==> src/hw/rtl/dlpg_pkg.sv <==
package dlpg_pkg;

  localparam int COORD_BITS_DEF = 10;
  localparam int FRAC_BITS_DEF  = 16;
  localparam int CMD_DEPTH_DEF  = 4;

  localparam int COLOR_BITS = 8;
  localparam int CFG_BITS   = 2;

  // channel_count code that selects the reversed three-channel mapping
  localparam logic [CFG_BITS-1:0] CHAN_THREE = 2'd3;
  localparam logic [CFG_BITS-1:0] CHAN_RESET = 2'd3;

  // item kinds
  localparam logic KIND_LOAD = 1'b0;
  localparam logic KIND_TICK = 1'b1;

  typedef struct packed {
    logic busy;
    logic done;
  } dlpg_div_stat_t;

endpackage

==> src/hw/rtl/dlpg_fifo.sv <==
module dlpg_fifo #(
  parameter int WIDTH = 8,
  parameter int DEPTH = 4
) (
  input  logic             clk,
  input  logic             rst_n,
  input  logic             wr_en,
  input  logic [WIDTH-1:0] wr_data,
  output logic             full,
  input  logic             rd_en,
  output logic [WIDTH-1:0] rd_data,
  output logic             empty
);

  localparam int PTR_W = (DEPTH > 1) ? $clog2(DEPTH) : 1;
  localparam int CNT_W = $clog2(DEPTH + 1);
  localparam logic [PTR_W-1:0] LAST_PTR  = PTR_W'(DEPTH - 1);
  localparam logic [CNT_W-1:0] DEPTH_CNT = CNT_W'(DEPTH);

  logic [WIDTH-1:0] mem_r [DEPTH];
  logic [PTR_W-1:0] wr_ptr_r, rd_ptr_r;
  logic [CNT_W-1:0] cnt_r;
  logic             do_wr, do_rd;

  assign full    = (cnt_r == DEPTH_CNT);
  assign empty   = (cnt_r == '0);
  assign do_wr   = wr_en && !full;
  assign do_rd   = rd_en && !empty;
  assign rd_data = mem_r[rd_ptr_r];

  always_ff @(posedge clk) begin
    if (!rst_n) begin
      wr_ptr_r <= '0;
      rd_ptr_r <= '0;
      cnt_r    <= '0;
    end else begin
      if (do_wr) begin
        wr_ptr_r <= (wr_ptr_r == LAST_PTR) ? '0 : wr_ptr_r + 1'b1;
      end
      if (do_rd) begin
        rd_ptr_r <= (rd_ptr_r == LAST_PTR) ? '0 : rd_ptr_r + 1'b1;
      end
      if (do_wr && !do_rd) begin
        cnt_r <= cnt_r + 1'b1;
      end else if (do_rd && !do_wr) begin
        cnt_r <= cnt_r - 1'b1;
      end
    end
  end

  always_ff @(posedge clk) begin
    if (do_wr) begin
      mem_r[wr_ptr_r] <= wr_data;
    end
  end

endmodule

==> src/hw/rtl/dlpg_front.sv <==
module dlpg_front #(
  parameter int COORD_BITS = 10,
  parameter int CMD_DEPTH  = 4,
  parameter int CMD_W      = 80
) (
  input  logic                        clk,
  input  logic                        rst_n,
  input  logic                        push,
  output logic                        full,
  input  logic                        in_kind,
  input  logic [COORD_BITS-1:0]       in_x_start,
  input  logic [COORD_BITS-1:0]       in_y_start,
  input  logic [COORD_BITS-1:0]       in_x_end,
  input  logic [COORD_BITS-1:0]       in_y_end,
  input  logic [dlpg_pkg::COLOR_BITS-1:0] in_color_first,
  input  logic [dlpg_pkg::COLOR_BITS-1:0] in_color_second,
  input  logic [dlpg_pkg::COLOR_BITS-1:0] in_color_third,
  input  logic                        cmd_pop,
  output logic [CMD_W-1:0]            cmd_head,
  output logic                        cmd_empty
);
  import dlpg_pkg::*;

  logic                  neg_x, neg_y;
  logic [COORD_BITS-1:0] ax, ay, steps;
  logic [CMD_W-1:0]      cmd;

  // direction and span of each axis; steps is the major span
  always_comb begin
    neg_x = (in_x_end < in_x_start);
    neg_y = (in_y_end < in_y_start);
    ax    = neg_x ? (in_x_start - in_x_end) : (in_x_end - in_x_start);
    ay    = neg_y ? (in_y_start - in_y_end) : (in_y_end - in_y_start);
    steps = (ax > ay) ? ax : ay;
  end

  assign cmd = {in_kind, in_x_start, in_y_start, neg_x, neg_y, ax, ay, steps,
                in_color_first, in_color_second, in_color_third};

  dlpg_fifo #(
    .WIDTH (CMD_W),
    .DEPTH (CMD_DEPTH)
  ) u_cmd_q (
    .clk     (clk),
    .rst_n   (rst_n),
    .wr_en   (push),
    .wr_data (cmd),
    .full    (full),
    .rd_en   (cmd_pop),
    .rd_data (cmd_head),
    .empty   (cmd_empty)
  );

endmodule

==> src/hw/rtl/dlpg_div.sv <==
module dlpg_div #(
  parameter int COORD_BITS = 10,
  parameter int FRAC_BITS  = 16
) (
  input  logic                    clk,
  input  logic                    rst_n,
  input  logic                    start,
  input  logic [COORD_BITS-1:0]   dividend,
  input  logic [COORD_BITS-1:0]   divisor,
  output logic [FRAC_BITS:0]      quot,
  output dlpg_pkg::dlpg_div_stat_t stat
);
  import dlpg_pkg::*;

  // quotient of (dividend << FRAC_BITS) / divisor, dividend <= divisor,
  // one restoring step per cycle, FRAC_BITS + 1 steps
  localparam int CNT_W = $clog2(FRAC_BITS + 2);
  localparam logic [CNT_W-1:0] N_STEPS = CNT_W'(FRAC_BITS + 1);

  logic [COORD_BITS:0]   rem_r;
  logic [COORD_BITS-1:0] div_r;
  logic [FRAC_BITS:0]    quot_r;
  logic [CNT_W-1:0]      cnt_r;
  logic                  busy_r, done_r;

  logic                  ge;
  logic [COORD_BITS:0]   rem_sub;

  always_comb begin
    ge      = (rem_r >= {1'b0, div_r});
    rem_sub = ge ? (rem_r - {1'b0, div_r}) : rem_r;
  end

  always_ff @(posedge clk) begin
    if (!rst_n) begin
      busy_r <= 1'b0;
      done_r <= 1'b0;
      cnt_r  <= '0;
    end else begin
      done_r <= 1'b0;
      if (start) begin
        busy_r <= 1'b1;
        cnt_r  <= N_STEPS;
      end else if (busy_r) begin
        cnt_r <= cnt_r - 1'b1;
        if (cnt_r == CNT_W'(1)) begin
          busy_r <= 1'b0;
          done_r <= 1'b1;
        end
      end
    end
  end

  always_ff @(posedge clk) begin
    if (start) begin
      rem_r  <= {1'b0, dividend};
      div_r  <= divisor;
      quot_r <= '0;
    end else if (busy_r) begin
      // remainder stays below divisor, so its top bit is clear before the shift
      rem_r  <= {rem_sub[COORD_BITS-1:0], 1'b0};
      quot_r <= {quot_r[FRAC_BITS-1:0], ge};
    end
  end

  assign quot      = quot_r;
  assign stat.busy = busy_r;
  assign stat.done = done_r;

endmodule

==> src/hw/rtl/dlpg_back.sv <==
module dlpg_back #(
  parameter int COORD_BITS = 10,
  parameter int FRAC_BITS  = 16,
  parameter int CMD_W      = 80
) (
  input  logic                        clk,
  input  logic                        rst_n,
  input  logic [dlpg_pkg::CFG_BITS-1:0] chan_cnt,
  input  logic [CMD_W-1:0]            cmd_head,
  input  logic                        cmd_empty,
  output logic                        cmd_pop,
  output logic                        empty,
  input  logic                        pop,
  output logic [COORD_BITS-1:0]       out_pixel_x,
  output logic [COORD_BITS-1:0]       out_pixel_y,
  output logic [dlpg_pkg::COLOR_BITS-1:0] out_channel_zero,
  output logic [dlpg_pkg::COLOR_BITS-1:0] out_channel_one,
  output logic [dlpg_pkg::COLOR_BITS-1:0] out_channel_two,
  output logic                        out_last_pixel
);
  import dlpg_pkg::*;

  localparam int POS_W = COORD_BITS + FRAC_BITS;

  typedef enum logic {ST_RUN, ST_DIV} state_t;

  // command fields
  logic                  h_kind, h_neg_x, h_neg_y;
  logic [COORD_BITS-1:0] h_xs, h_ys, h_ax, h_ay, h_steps;
  logic [COLOR_BITS-1:0] h_c0, h_c1, h_c2;

  assign {h_kind, h_xs, h_ys, h_neg_x, h_neg_y, h_ax, h_ay, h_steps,
          h_c0, h_c1, h_c2} = cmd_head;

  state_t                state_r, state_nxt;
  logic [POS_W-1:0]      pos_x_r, pos_x_nxt, pos_y_r, pos_y_nxt;
  logic [FRAC_BITS:0]    mag_x_r, mag_x_nxt, mag_y_r, mag_y_nxt;
  logic                  neg_x_r, neg_x_nxt, neg_y_r, neg_y_nxt;
  logic [COORD_BITS-1:0] left_r, left_nxt;
  logic [COLOR_BITS-1:0] col0_r, col0_nxt, col1_r, col1_nxt, col2_r, col2_nxt;

  logic                  out_vld_r, out_vld_nxt;
  logic [COORD_BITS-1:0] px_r, px_nxt, py_r, py_nxt;
  logic [COLOR_BITS-1:0] ch0_r, ch0_nxt, ch1_r, ch1_nxt, ch2_r, ch2_nxt;
  logic                  last_r, last_nxt;

  logic                  div_start, emit, slot_free, three;
  logic [FRAC_BITS:0]    quot_x, quot_y;
  dlpg_div_stat_t        stat_x, stat_y;
  logic [POS_W-1:0]      inc_x, inc_y;

  assign slot_free = !out_vld_r || pop;
  assign three     = (chan_cnt == CHAN_THREE);
  assign inc_x     = {{(COORD_BITS-1){1'b0}}, mag_x_r};
  assign inc_y     = {{(COORD_BITS-1){1'b0}}, mag_y_r};

  always_comb begin
    state_nxt   = state_r;
    pos_x_nxt   = pos_x_r;
    pos_y_nxt   = pos_y_r;
    mag_x_nxt   = mag_x_r;
    mag_y_nxt   = mag_y_r;
    neg_x_nxt   = neg_x_r;
    neg_y_nxt   = neg_y_r;
    left_nxt    = left_r;
    col0_nxt    = col0_r;
    col1_nxt    = col1_r;
    col2_nxt    = col2_r;
    px_nxt      = px_r;
    py_nxt      = py_r;
    ch0_nxt     = ch0_r;
    ch1_nxt     = ch1_r;
    ch2_nxt     = ch2_r;
    last_nxt    = last_r;
    cmd_pop     = 1'b0;
    div_start   = 1'b0;
    emit        = 1'b0;

    case (state_r)
      ST_RUN: begin
        if (!cmd_empty) begin
          if (h_kind == KIND_LOAD) begin
            cmd_pop   = 1'b1;
            pos_x_nxt = {h_xs, {FRAC_BITS{1'b0}}};
            pos_y_nxt = {h_ys, {FRAC_BITS{1'b0}}};
            neg_x_nxt = h_neg_x;
            neg_y_nxt = h_neg_y;
            left_nxt  = h_steps;
            col0_nxt  = h_c0;
            col1_nxt  = h_c1;
            col2_nxt  = h_c2;
            mag_x_nxt = '0;
            mag_y_nxt = '0;
            if (h_steps != '0) begin
              div_start = 1'b1;
              state_nxt = ST_DIV;
            end
          end else if (left_r == '0) begin
            // no line in progress: tick is dropped
            cmd_pop = 1'b1;
          end else if (slot_free) begin
            cmd_pop   = 1'b1;
            emit      = 1'b1;
            px_nxt    = pos_x_r[POS_W-1:FRAC_BITS];
            py_nxt    = pos_y_r[POS_W-1:FRAC_BITS];
            ch0_nxt   = three ? col2_r : col0_r;
            ch1_nxt   = three ? col1_r : '0;
            ch2_nxt   = three ? col0_r : '0;
            last_nxt  = (left_r == COORD_BITS'(1));
            pos_x_nxt = neg_x_r ? (pos_x_r - inc_x) : (pos_x_r + inc_x);
            pos_y_nxt = neg_y_r ? (pos_y_r - inc_y) : (pos_y_r + inc_y);
            left_nxt  = left_r - 1'b1;
          end
        end
      end
      ST_DIV: begin
        if (stat_x.done) begin
          mag_x_nxt = quot_x;
          mag_y_nxt = quot_y;
          state_nxt = ST_RUN;
        end
      end
      default: begin
        state_nxt = ST_RUN;
      end
    endcase

    out_vld_nxt = (out_vld_r && !pop) || emit;
  end

  always_ff @(posedge clk) begin
    if (!rst_n) begin
      state_r   <= ST_RUN;
      left_r    <= '0;
      out_vld_r <= 1'b0;
    end else begin
      state_r   <= state_nxt;
      left_r    <= left_nxt;
      out_vld_r <= out_vld_nxt;
    end
    pos_x_r <= pos_x_nxt;
    pos_y_r <= pos_y_nxt;
    mag_x_r <= mag_x_nxt;
    mag_y_r <= mag_y_nxt;
    neg_x_r <= neg_x_nxt;
    neg_y_r <= neg_y_nxt;
    col0_r  <= col0_nxt;
    col1_r  <= col1_nxt;
    col2_r  <= col2_nxt;
    px_r    <= px_nxt;
    py_r    <= py_nxt;
    ch0_r   <= ch0_nxt;
    ch1_r   <= ch1_nxt;
    ch2_r   <= ch2_nxt;
    last_r  <= last_nxt;
  end

  dlpg_div #(
    .COORD_BITS (COORD_BITS),
    .FRAC_BITS  (FRAC_BITS)
  ) u_div_x (
    .clk      (clk),
    .rst_n    (rst_n),
    .start    (div_start),
    .dividend (h_ax),
    .divisor  (h_steps),
    .quot     (quot_x),
    .stat     (stat_x)
  );

  dlpg_div #(
    .COORD_BITS (COORD_BITS),
    .FRAC_BITS  (FRAC_BITS)
  ) u_div_y (
    .clk      (clk),
    .rst_n    (rst_n),
    .start    (div_start),
    .dividend (h_ay),
    .divisor  (h_steps),
    .quot     (quot_y),
    .stat     (stat_y)
  );

  assign empty            = !out_vld_r;
  assign out_pixel_x      = px_r;
  assign out_pixel_y      = py_r;
  assign out_channel_zero = ch0_r;
  assign out_channel_one  = ch1_r;
  assign out_channel_two  = ch2_r;
  assign out_last_pixel   = last_r;

  a_no_pop_while_div: assert property (@(posedge clk) disable iff (!rst_n)
    (state_r == ST_DIV) |-> !cmd_pop)
    else $error("command consumed during division");

  a_div_lanes_agree: assert property (@(posedge clk) disable iff (!rst_n)
    (stat_x.done == stat_y.done) && (stat_x.busy == stat_y.busy))
    else $error("divider lanes out of step");

  a_done_only_in_div: assert property (@(posedge clk) disable iff (!rst_n)
    stat_x.done |-> (state_r == ST_DIV))
    else $error("division finished outside wait state");

  a_emit_counts_down: assert property (@(posedge clk) disable iff (!rst_n)
    emit |=> (left_r == $past(left_r) - 1'b1) && out_vld_r)
    else $error("pixel count not advanced on emit");

endmodule

==> src/hw/rtl/dda_line_pixel_generator.sv <==
// DDA line rasterizer. A load item (in_kind = 0) latches start point, end point
// and three color bytes; each later tick item (in_kind = 1) yields the next pixel
// of the line, walking from the start toward the end in max(|dx|,|dy|) steps with
// per-step increments held in fixed point (FRAC_BITS fraction bits, truncated
// toward zero). The end point is not drawn, a zero-length line yields nothing, and
// ticks with no line in progress are dropped silently. out_last_pixel flags the
// final pixel. With channel_count = 3 the channels carry the color bytes in
// reverse order; any other count puts the first byte on channel zero and zeros on
// the others. Both sides are queues: items go into a CMD_DEPTH-entry command
// queue (full backs up push), results sit in a one-item output register (empty,
// pop). Ticks retire one item per cycle when the consumer keeps popping. A load
// with a nonzero length holds the back end in its wait state while the two
// restoring dividers produce the x and y increments one quotient bit a cycle;
// the queue keeps accepting items meanwhile. Write cfg_wr_data to the channel
// count only while no item is in flight.
module dda_line_pixel_generator #(
  parameter int COORD_BITS = dlpg_pkg::COORD_BITS_DEF,
  parameter int FRAC_BITS  = dlpg_pkg::FRAC_BITS_DEF,
  parameter int CMD_DEPTH  = dlpg_pkg::CMD_DEPTH_DEF
) (
  input  logic                        clk,
  input  logic                        rst_n,
  // config
  input  logic                        cfg_wr_en,
  input  logic [dlpg_pkg::CFG_BITS-1:0] cfg_wr_data,
  // item input
  input  logic                        push,
  output logic                        full,
  input  logic                        in_kind,
  input  logic [COORD_BITS-1:0]       in_x_start,
  input  logic [COORD_BITS-1:0]       in_y_start,
  input  logic [COORD_BITS-1:0]       in_x_end,
  input  logic [COORD_BITS-1:0]       in_y_end,
  input  logic [dlpg_pkg::COLOR_BITS-1:0] in_color_first,
  input  logic [dlpg_pkg::COLOR_BITS-1:0] in_color_second,
  input  logic [dlpg_pkg::COLOR_BITS-1:0] in_color_third,
  // pixel output
  output logic                        empty,
  input  logic                        pop,
  output logic [COORD_BITS-1:0]       out_pixel_x,
  output logic [COORD_BITS-1:0]       out_pixel_y,
  output logic [dlpg_pkg::COLOR_BITS-1:0] out_channel_zero,
  output logic [dlpg_pkg::COLOR_BITS-1:0] out_channel_one,
  output logic [dlpg_pkg::COLOR_BITS-1:0] out_channel_two,
  output logic                        out_last_pixel
);
  import dlpg_pkg::*;

  // command: kind, start x/y, signs, spans, step count, three colors
  localparam int CMD_W = 1 + 5 * COORD_BITS + 2 + 3 * COLOR_BITS;

  logic [CFG_BITS-1:0] chan_cnt_r;
  logic [CMD_W-1:0]    cmd_head;
  logic                cmd_empty, cmd_pop;

  always_ff @(posedge clk) begin
    if (!rst_n) begin
      chan_cnt_r <= CHAN_RESET;
    end else if (cfg_wr_en) begin
      chan_cnt_r <= cfg_wr_data;
    end
  end

  // front end: span/direction classification into the command queue
  dlpg_front #(
    .COORD_BITS (COORD_BITS),
    .CMD_DEPTH  (CMD_DEPTH),
    .CMD_W      (CMD_W)
  ) u_front (
    .clk             (clk),
    .rst_n           (rst_n),
    .push            (push),
    .full            (full),
    .in_kind         (in_kind),
    .in_x_start      (in_x_start),
    .in_y_start      (in_y_start),
    .in_x_end        (in_x_end),
    .in_y_end        (in_y_end),
    .in_color_first  (in_color_first),
    .in_color_second (in_color_second),
    .in_color_third  (in_color_third),
    .cmd_pop         (cmd_pop),
    .cmd_head        (cmd_head),
    .cmd_empty       (cmd_empty)
  );

  // back end: increment division, position stepping, output register
  dlpg_back #(
    .COORD_BITS (COORD_BITS),
    .FRAC_BITS  (FRAC_BITS),
    .CMD_W      (CMD_W)
  ) u_back (
    .clk              (clk),
    .rst_n            (rst_n),
    .chan_cnt         (chan_cnt_r),
    .cmd_head         (cmd_head),
    .cmd_empty        (cmd_empty),
    .cmd_pop          (cmd_pop),
    .empty            (empty),
    .pop              (pop),
    .out_pixel_x      (out_pixel_x),
    .out_pixel_y      (out_pixel_y),
    .out_channel_zero (out_channel_zero),
    .out_channel_one  (out_channel_one),
    .out_channel_two  (out_channel_two),
    .out_last_pixel   (out_last_pixel)
  );

endmodule

==> config.mk <==
export PLATFORM = sky130hd
export DESIGN_NAME = dda_line_pixel_generator
export DESIGN_NICKNAME = d
export VERILOG_FILES = /design/src/hw/rtl/dlpg_pkg.sv /design/src/hw/rtl/dlpg_fifo.sv /design/src/hw/rtl/dlpg_front.sv /design/src/hw/rtl/dlpg_div.sv /design/src/hw/rtl/dlpg_back.sv /design/src/hw/rtl/dda_line_pixel_generator.sv
export SDC_FILE = /design/constraint.sdc
export NUM_CORES = 1
export LEC_CHECK = 0
export ABC_AREA = 1
export BUFFER_PORTS_ARGS = -buffer_cell sky130_fd_sc_hd__buf_4
export CAP_MARGIN = 10
export CORE_MARGIN = 2
export CORE_UTILIZATION = 30
export DETAILED_ROUTE_END_ITERATION = 7
export GPL_TIMING_DRIVEN = 0
export PLACE_DENSITY = 0.56
export RECOVER_POWER = 100
export SYNTH_ARGS = -nofsm -noshare
export SYNTH_HDL_FRONTEND = slang
export SYNTH_SLANG_ARGS = --single-unit
==> constraint.sdc <==
create_clock -name clk -period 6.41 [get_ports clk]
set_clock_uncertainty 0.05 [all_clocks]
set_input_delay 0.3205 -clock clk [delete_from_list [all_inputs] [get_ports clk]]
set_output_delay 0.3205 -clock clk [all_outputs]
set_load 0.02 [all_outputs]
======== After elaboration in Yosys (flattened, before gate mapping) ========
Memory sizes are Yosys's and may differ from the RTL's. A register that Yosys moved wholly into a read port is not among the register bits.
Index checks and enable logic that the tools add are counted.
storage, ports and cells
  bits of input ports ..................... 72
  bits in registers ....................... 257
  memory bits (writable) .................. 308
  logic and storage cells ................. 165
  bits in latches ......................... 0
  memories kept ........................... 1
  memory bits (read-only) ................. 0
  output and inout bits ................... 47
memories
  name                   words  bits a word  read ports  clocked after Yosys merged registers in  write ports  line             RTL
  u_front.u_cmd_q.mem_r  4      77           1           1                                        1            dlpg_fifo.sv:20  logic [WIDTH-1:0] mem_r [DEPTH];
operators by class
  shift-type cells ........................ 0
  reductions and logical operators ........ 25
  magnitude comparators ................... 5
  mux-type cells .......................... 61
  bitwise operators ....................... 6
  multiply operators ...................... 0
  equality and inequality tests ........... 12
  divide/modulo/power cells ............... 0
  add/sub/neg operators ................... 17
operator list
  kind                     count
  $mux W26                 8
  $mux W10                 12
  $mux W17                 4
  $pmux W17 S2             2
  $sub A10 B10 Y10         6
  $add A26 B17 Y26         2
  $sub A26 B17 Y26         2
  $mux W1                  23
  $ge A11 B10 Y1           2
  $lt A10 B10 Y1           2
  $mux W5                  4
  $eq A10 B1 Y1 const B    1
  $eq A5 B1 Y1 const B     2
  $gt A10 B10 Y1           1
  $logic_not A10 Y1        1
  $ne A2 B2 Y1 const B     5
  $reduce_bool A10 Y1      1
  $sub A10 B1 Y10 const B  1
  $sub A5 B1 Y5 const B    2
  $mux W2                  4
  $mux W8                  1
  $eq A2 B2 Y1 const B     3
  $logic_not A1 Y1         6
  $mux W3                  2
  other kinds (15)         29

======== Longest topological paths before layout ========
Gate-level depths: netlist (run 1).
  word-level depth ........................ 11
  depth in mapped cells ................... 23
  mapped depth without buffers ............ 22

======== Cells and area by module ========
Synthesis (run 1) repeated with hierarchy kept, for this count alone.
unflattened totals
  cell total of the unflattened synthesis .. 3288
  area, all modules ....................... 30352.9 um^2
by module, submodules not included
  module                    area an instance (um^2)  cells an instance  instances
  dlpg_fifo                 11913.9                  816                1
  dlpg_back                 10898.0                  1391               1
  dlpg_div                  2434.8                   297                2
  dlpg_front                2602.5                   478                1
  dda_line_pixel_generator  68.8                     9                  1

======== Worst setup path before layout (run 1) ========
No wires, ideal clock.
  path type ............................... reg-to-reg
  from .................................... reg u_front.u_cmd_q.cnt_r[0]
  to ...................................... mem u_front.u_cmd_q.mem_r[0][0] (netlist name), enable pin
  data arrival time ....................... 4.033 ns
  stages on the path, launching flop included .. 5
  path buffers ............................ 0
  setup slack ............................. 1.815 ns
  clock period less this slack ............ 4.595 ns
  cells stage by stage .................... dfxtp_1 -> nor3_1 -> nor2_1 -> inv_1 -> nor2_1
on the way
  longest elaborated chain between the ends .. 5
ends and longest elaborated chain
  item                           line                            RTL
  start: declaration             dlpg_fifo.sv:22                 logic [CNT_W-1:0] cnt_r;
  start signal: assignment       dlpg_fifo.sv:44                 cnt_r <= cnt_r + 1'b1;
  start signal: assignment       dlpg_fifo.sv:46                 cnt_r <= cnt_r - 1'b1;
  $eq A3 B3 Y1                   dlpg_fifo.sv:25                 assign full = (cnt_r == DEPTH_CNT);
  via full                       dda_line_pixel_generator.sv:28  output logic full,
  $logic_not A1 Y1               dlpg_fifo.sv:27                 assign do_wr = wr_en && !full;
  $logic_and A1 B1 Y1            dlpg_fifo.sv:27
  via u_front.u_cmd_q.do_wr      dlpg_fifo.sv:23                 logic do_wr, do_rd;
  $mux W1                        dlpg_fifo.sv:52                 if (do_wr) begin
  $mux W1 (implied by the code)  dlpg_fifo.sv:53                 mem_r[wr_ptr_r] <= wr_data;
  end: declaration               dlpg_fifo.sv:20
The timed path passes the listed nets, and every way through them passes these cells.

======== Worst setup path after layout (run 1) ========
  from .................................... reg u_front.u_cmd_q.cnt_r[0]
  to ...................................... mem u_front.u_cmd_q.mem_r[0][65] (netlist name), enable pin
on the way
  longest elaborated chain between the ends .. 5
ends and longest elaborated chain
  item                           line
  $eq A3 B3 Y1                   dlpg_fifo.sv:25
  $logic_not A1 Y1               dlpg_fifo.sv:27
  $logic_and A1 B1 Y1            dlpg_fifo.sv:27
  via u_front.u_cmd_q.do_wr      dlpg_fifo.sv:23
  $mux W1                        dlpg_fifo.sv:52
  $mux W1 (implied by the code)  dlpg_fifo.sv:53
The timed path passes the listed nets, and every way through them passes these cells.

==> run metrics, run 1 <==
part of the power in registers=0.317; dominant synthesized flop cell=edfxtp_1; Post-Place Cells=between 4k and 5k; CP required=~6.6 ns; unrepaired setup endpoints after global routing=no; Post-synth EDFFs=between 400 and 500; routed len/inst=between 15 and 20 um; vias in the first global route=21.4k; Final Hold Violating Endpoints=0; max cap viols=11; Chip Height=317 um; CTS H-tree depth=2; global-route wire length before repair=around 120000 um; P_sw=8640 uW; WS Path Type=reg2reg; crit path DAT=between 5 and 6 ns; share of post-route cells with drive strength above 1=0.0478; CP Cell Sequence=nor3_1 > nor2_1 > inv_1 > nor2_1 > clkbuf_1 > clkbuf_1; CP max FO=26; PnR Total Power=about 19000 uW; core area=between 0.09 and 0.1 mm^2; Largest stage delay, worst path=roughly 1.3 ns; Die Span X=between 300 and 400 um; Net Sw Frac=0.452; largest net degree at the start of global routing=62; clock network power share=0.188; Synth area leaders=edfxtp_1, nand2_1, ha_1; CTS tree=done; Setup WS post-layout=between 1 and 1.5 ns; RD Place Congestion=between 0.8 and 0.9; CP startpoint kind=flop; TritonCTS Sinks=around 570; 1st-pass router iterations=7; failing checks=capacitance limit, slew limit; die area=0.100 mm^2; setup_tns=0 ns; total I/O pin count=between 100 and 150; Yosys reg bits=approximately 570; worst slew pin tran=between 3 and 4 ns; register area share after synthesis=0.556; synth unique cells=40; initial antenna violation count=4; Slowest-stage cell, CP=clkbuf_1; count leader, synth=nand2_1; pre-CTS setup slack=1.94 ns; Async S/R FF share, synth=0; Num CTS Buffers=between 50 and 60; I/O Buffers=117; nets=~3.7k; cell area after synthesis=0.0293 mm^2; Syn Area/Cell=between 9 and 10 um^2; part of the power in combinational logic=0.495; commonest cells in the netlist=nand2_1, edfxtp_1, inv_1, nor2_1, o21ai_0; leakage power=roughly 0.014 uW; Worst VDD drop=about 0.00033 V; fin cells=approximately 4.8k; Clock Pin Slew Worst Setup and Hold Paths=~0.06 ns; WL final=79500 um; post-synth top area share=0.507; total number of yosys warnings=0; Initial Utilization=0.303; Peak Freq=0.201 GHz; Routed Antenna Nets=0; final cycle utilization of the critical path=0.775; minimum clock period=4.97 ns; PostCTS Resize Cnt=0; area leader, netlist=edfxtp_1; vias per inst=around 4.7; Worst-Skew Late Latency=0.67 ns; # fillers=10.0k; final routed DRC violation total=0; initial DRC count=around 1.8k; vias post-DR=between 20k and 25k; Root Buffer=clkbuf_16; Max Root-Sink Buffers=3; Final HPWL DP=around 59000 um; Pins Over Slew Limit=about 300; Worst Setup End Kind=flop; P per Cell Area=roughly 560 mW/mm^2; gr ovfl total=0; cell count after synthesis=3218; Core Rows=114; Slew headroom=-1.36; outcome=finished with violations; endpoints failing setup=0; HP Class=in2reg; area delta synth->final=16.2%; Total GRT Usage=0.157; internal power=around 10000 uW; Post-Syn Nets=~3.4k
-- layout by cell type, fill, tap and decap left out, types with 3 or more instances in the layout --
cell / instances
dfxtp_1: 72
and2_0: 4
o31ai_1: 8
fa_1: 9
clkbuf_8: 3
edfxtp_1: 495
o211ai_1: 8
o21bai_1: 18
bufinv_16: 8
nand4_1: 27
a21oi_2: 24
clkinv_2: 15
xor2_1: 51
nor2_1: 366
nand3_1: 146
nand3b_1: 3
buf_12: 3
buf_2: 12
o21a_1: 7
dlygate4sd3_1: 51
clkinv_1: 14
or2_2: 4
a21oi_1: 160
clkinv_16: 3
buf_4: 25
a21o_1: 7
clkbuf_16: 60
nand2_1: 817
inv_1: 408
nor3_1: 16
clkbuf_1: 193
buf_1: 3
xnor2_1: 21
o22ai_1: 64
ha_1: 132
o21ai_0: 237
-- worst paths after layout --
check	startpoint	end	slack, ns	depth (start not counted)
min	pop	u_back.out_vld_r	0.10	3
max reg2reg	u_front.u_cmd_q.cnt_r[0]	u_front.u_cmd_q.mem_r[0][65]	1.44	6
max	u_front.u_cmd_q.cnt_r[0]	u_front.u_cmd_q.mem_r[0][65]	1.44	6
min reg2reg	u_back.pos_y_r[22]	u_back.out_pixel_y[6]	0.42	0
-- metal layers --
metal	up-vias	wire [um]	track usage
li1	11200	-	-
met1	10500	37200	0.222
met2	558	35700	0.249
met3	119	4640	0.0220
met4	2	2000	0.0475
met5	-	12	0
-- worst max-delay path, delay by kind of cell (launching register included) --
kind	cells	cell delay [ns]
buffers and inverters	3	2.62
AND/OR/NAND/NOR	3	1.49
flip-flops	1	0.41
-- stage by stage --
step,instance area [um^2],util,hold slack (ns)
floorplan,29300,-,0.369
CTS,34700,0.359,0.0583
finish,34000,0.352,0.103
global placement,31800,0.329,0.390
detailed placement,32200,0.333,0.403
global route,34000,0.352,0.0953
-- state kept, by name, indices dropped and copies added, names as in the netlist, 11 cells and up, named ones only --
register and flops:
u_back.mag_x_r 17, u_back.mag_y_r 17, u_back.pos_x_r 26, u_back.pos_y_r 26, u_back.u_div_x.quot 17, u_back.u_div_x.rem_r 11
u_back.u_div_y.quot 17, u_back.u_div_y.rem_r 11, u_front.u_cmd_q.mem_r 308
-- power by group through the flow --
stage                     combinational [uW]  sequential, uW  clock, uW
final                                   9470            6060       3590
after CTS                               9750            6020       3650
after floorplan                         6540            6120          0
after global placement                  9490            6170          0
after detailed placement                9680            6090          0
after global routing                   10800            6170       3800
-- cell families (layout without fill, tap and decap cells) --
| logic type | Yosys count | in the layout | share of synthesized area |
|---|---|---|---|
| compound gates | 537 | 537 | 0.103 |
| xor+xnor | 72 | 72 | 0.0215 |
| fa+ha+maj | 141 | 141 | 0.0625 |
| buf+inv | 513 | 808 | 0.0683 |
| flops | 567 | 567 | 0.556 |
| other cells | 0 | 2 | 0 |
| simple gates | 1388 | 1388 | 0.189 |
-- timing repair --
action,4_1_cts,5_1_grt
hold buffers,51,0
buffers inserted,0,0
endpoints found under the hold margin,182,0
endpoints found under the setup margin,0,0
-- cell type report --
cell class / instances / area (um^2) / area share
repair buffers: 183 / 1150 / 0.0337
clock inverters: 42 / 488 / 0.0143
multi-input cells: 2138 / 11000 / 0.322
plain buffers: 101 / 410 / 0.0121
flip-flops and latches: 567 / 16300 / 0.479
diodes: 2 / 5.00 / 0.000147
clock buffers: 70 / 1570 / 0.0461
inverters: 412 / 1550 / 0.0454
well taps: 1276 / 1600 / 0.0469
Note: power is estimated with default switching activity, not from simulation.
==> inputs of run 2 (changes only) <==
Settings changed: PLACE_DENSITY 0.56 to 0.57.
Clock period 6.41 ns to 4.39 ns, I/O delays scaled along.
==> run 2 against run 1 <==
Effect of this change: the run still ends with capacitance limit, slew limit left; clock power grew 35%; hold slack lost 0.057 ns; highest routed layer unchanged; sequential power grew 46%; worst setup slack lost 1.1 ns; total power grew 44%.
==> run metrics, run 2 (synthesis gave the netlist of run 1 again) <==
routed len/inst=16.4 um (-0.99%); nets=3674 (-0.027%); CP startpoint kind=input port; internal power=15000 uW (+43%); initial DRC count=1648 (-7.9%); Final HPWL DP=58700 um (-0.33%); Clock Pin Slew Worst Setup and Hold Paths=0.06 ns (about the same); Worst-Skew Late Latency=0.67 ns (about the same); RD Place Congestion=0.902 (+2.9%); vias per inst=4.66 (-0.49%); Initial Utilization=0.303 (unchanged); Post-CTS Setup Repair Bufs=0 (unchanged); Root Buffer=clkbuf_16; area delta synth->final=15.9%; Num CTS Buffers=58 (-1.7%); unrepaired setup endpoints after global routing=no; Net Sw Frac=0.454 (+0.00228); vias in the first global route=21.3k (-0.21%); Top Registers=u_front.u_cmd_q.mem_r x308, u_back.pos_x_r x26, u_back.pos_y_r x26; part of the power in registers=0.322 (+0.005); core area=0.0967 mm^2 (unchanged); Hold Slack=0.0459 ns (-0.0566 ns); Final Hold Violating Endpoints=0 (unchanged); Slowest-stage cell, CP=dlygate4sd3_1; CP Cell Sequence=dlygate4sd3_1 > buf_4 > inv_1 > ha_1 > clkbuf_1 > a21oi_1 > nand2_1 > nand2_1 > nand2_1 > a21boi_4 > nand2_1 > and2_0 > ha_1 > nand2_1 > nor2_1 > o211ai_1 > nand4_1 > nand2_1 > clkbuf_1 > o21ai_0; CP required=4.71 ns (-1.89 ns); initial antenna violation count=3 (-1); die area=0.100 mm^2 (unchanged); clock network power share=0.176 (-0.012); CP max FO=13 (-50%); Chip Height=317 um (unchanged); P per Cell Area=808 mW/mm^2 (+44%); Pins Over Slew Limit=179 (-40%); Worst Setup End Kind=flop; part of the power in combinational logic=0.502 (+0.007); Die Span X=317 um (unchanged); most common cell after layout, fill and taps aside=nand2_1; final cycle utilization of the critical path=0.933; largest net degree at the start of global routing=62 (unchanged); Slew headroom=-0.250 (+1.11); Biggest register=u_front.u_cmd_q.mem_r; Final Util=0.351 (-0.000866); I/O Buffers=117 (unchanged); global-route wire length before repair=121000 um (-0.77%); minimum clock period=about 4 ns; setup_tns=0 ns (unchanged); CP bufs+invs=5 (+2); share of post-route cells with drive strength above 1=0.0508 (+0.00298); Peak Freq=approximately 0.24 GHz; Core Rows=114 (unchanged); failing checks=capacitance limit, slew limit; total I/O pin count=119 (unchanged); Worst VDD drop=0.000494 V (+52%); max reg flops=308 (unchanged); Final Cell Area=0.0340 mm^2 (-0.25%); Post-Place Cells=4625 (-0.022%); P_sw=12500 uW (+44%); max cap viols=6 (-5); HP Class=in2reg; worst slew pin tran=1.88 ns (-1.66 ns); CTS tree=done; WS Path Type=in2reg; 1st-pass router iterations=7 (unchanged); outcome=finished with violations; gr ovfl total=0 (unchanged); CTS H-tree depth=2 (unchanged); leakage power=0.0142 uW (about the same); endpoints failing setup=0 (unchanged); commonest non-fill, non-tap cells in the layout=nand2_1, edfxtp_1, inv_1; Routed Antenna Nets=0 (unchanged); Largest stage delay, worst path=0.52 ns (-0.76 ns); Worst path top cell family by delay=compound AO/OA/AOI/OAI gates; vias post-DR=22.3k (-0.70%); final routed DRC violation total=0 (unchanged); Max Root-Sink Buffers=3 (unchanged); fin cells=4781 (-0.21%); WL final=78500 um (-1.2%); crit path DAT=4.41 ns (-0.75 ns); Total GRT Usage=0.156 (-0.00124); TritonCTS Sinks=567 (unchanged); Worst path most repeated cell=nand2_1; Cell Area, Placed=0.0321 mm^2 (-0.10%)
-- run 2: layer usage --
metal  share of wire  vias to the layer above  global-route usage
met2            0.46                      554               0.255
met4           0.019                        2              0.0373
met3           0.051                       95              0.0189
met1            0.47                    10400               0.219
met5         0.00018                        -                   0
li1                -                    11200                   -
-- run 2: final cells by class --
class / instances / area, um^2
diodes: 1 / 2.50
plain buffers: 101 / 414
clock buffers: 67 / 1490
clock inverters: 36 / 374
fillers: 9996 / 62700
inverters: 412 / 1550
multi-input cells: 2138 / 11000
flip-flops and latches: 567 / 16300
well taps: 1276 / 1600
repair buffers: 183 / 1250
-- run 2: repair_timing --
action,in CTS,in global routing
endpoints found under the setup margin,0,24
hold buffers,52,0
hold endpoints to repair,183,0
resized for setup,0,2
-- run 2: tightest hold or removal path, delay by kind of cell --
| family | cells | cell delay, ns |
|---|---|---|
| compound gates | 2 | 0.20 |
| buf+inv | 1 | 0.25 |
-- run 2: final timing paths --
kind | start | end | slack, ns | depth (start not counted)
worst max register to register | flop | u_back.u_div_x.div_r[1] | 0.42 | 10
worst min-delay path | rst_n | u_front.u_cmd_q.wr_ptr_r[1] | 0.05 | 3
worst min register to register | u_back.u_div_x.quot[16] | u_back.u_div_x.quot[16] | 0.42 | 2
worst max-delay path | in_x_start[3] | u_front.u_cmd_q.mem_r[1][24] | 0.29 | 20
-- run 2: through the flow --
step	power (uW)	setup slack [ns]
final	27500	0.294
after global routing	29800	0.0163
after floorplan	18500	-0.205
after detailed placement	22900	0.00548
after global placement	22800	-3.28
after CTS	27900	0.134
-- run 2: power by group through the flow --
stage | registers, uW | logic, uW | clock network (uW)
after global placement | 9020 | 13700 | 0
after global routing | 8970 | 15700 | 5180
after CTS | 8810 | 14100 | 4940
final | 8830 | 13800 | 4830
after detailed placement | 8910 | 14000 | 0
after floorplan | 8940 | 9540 | 0
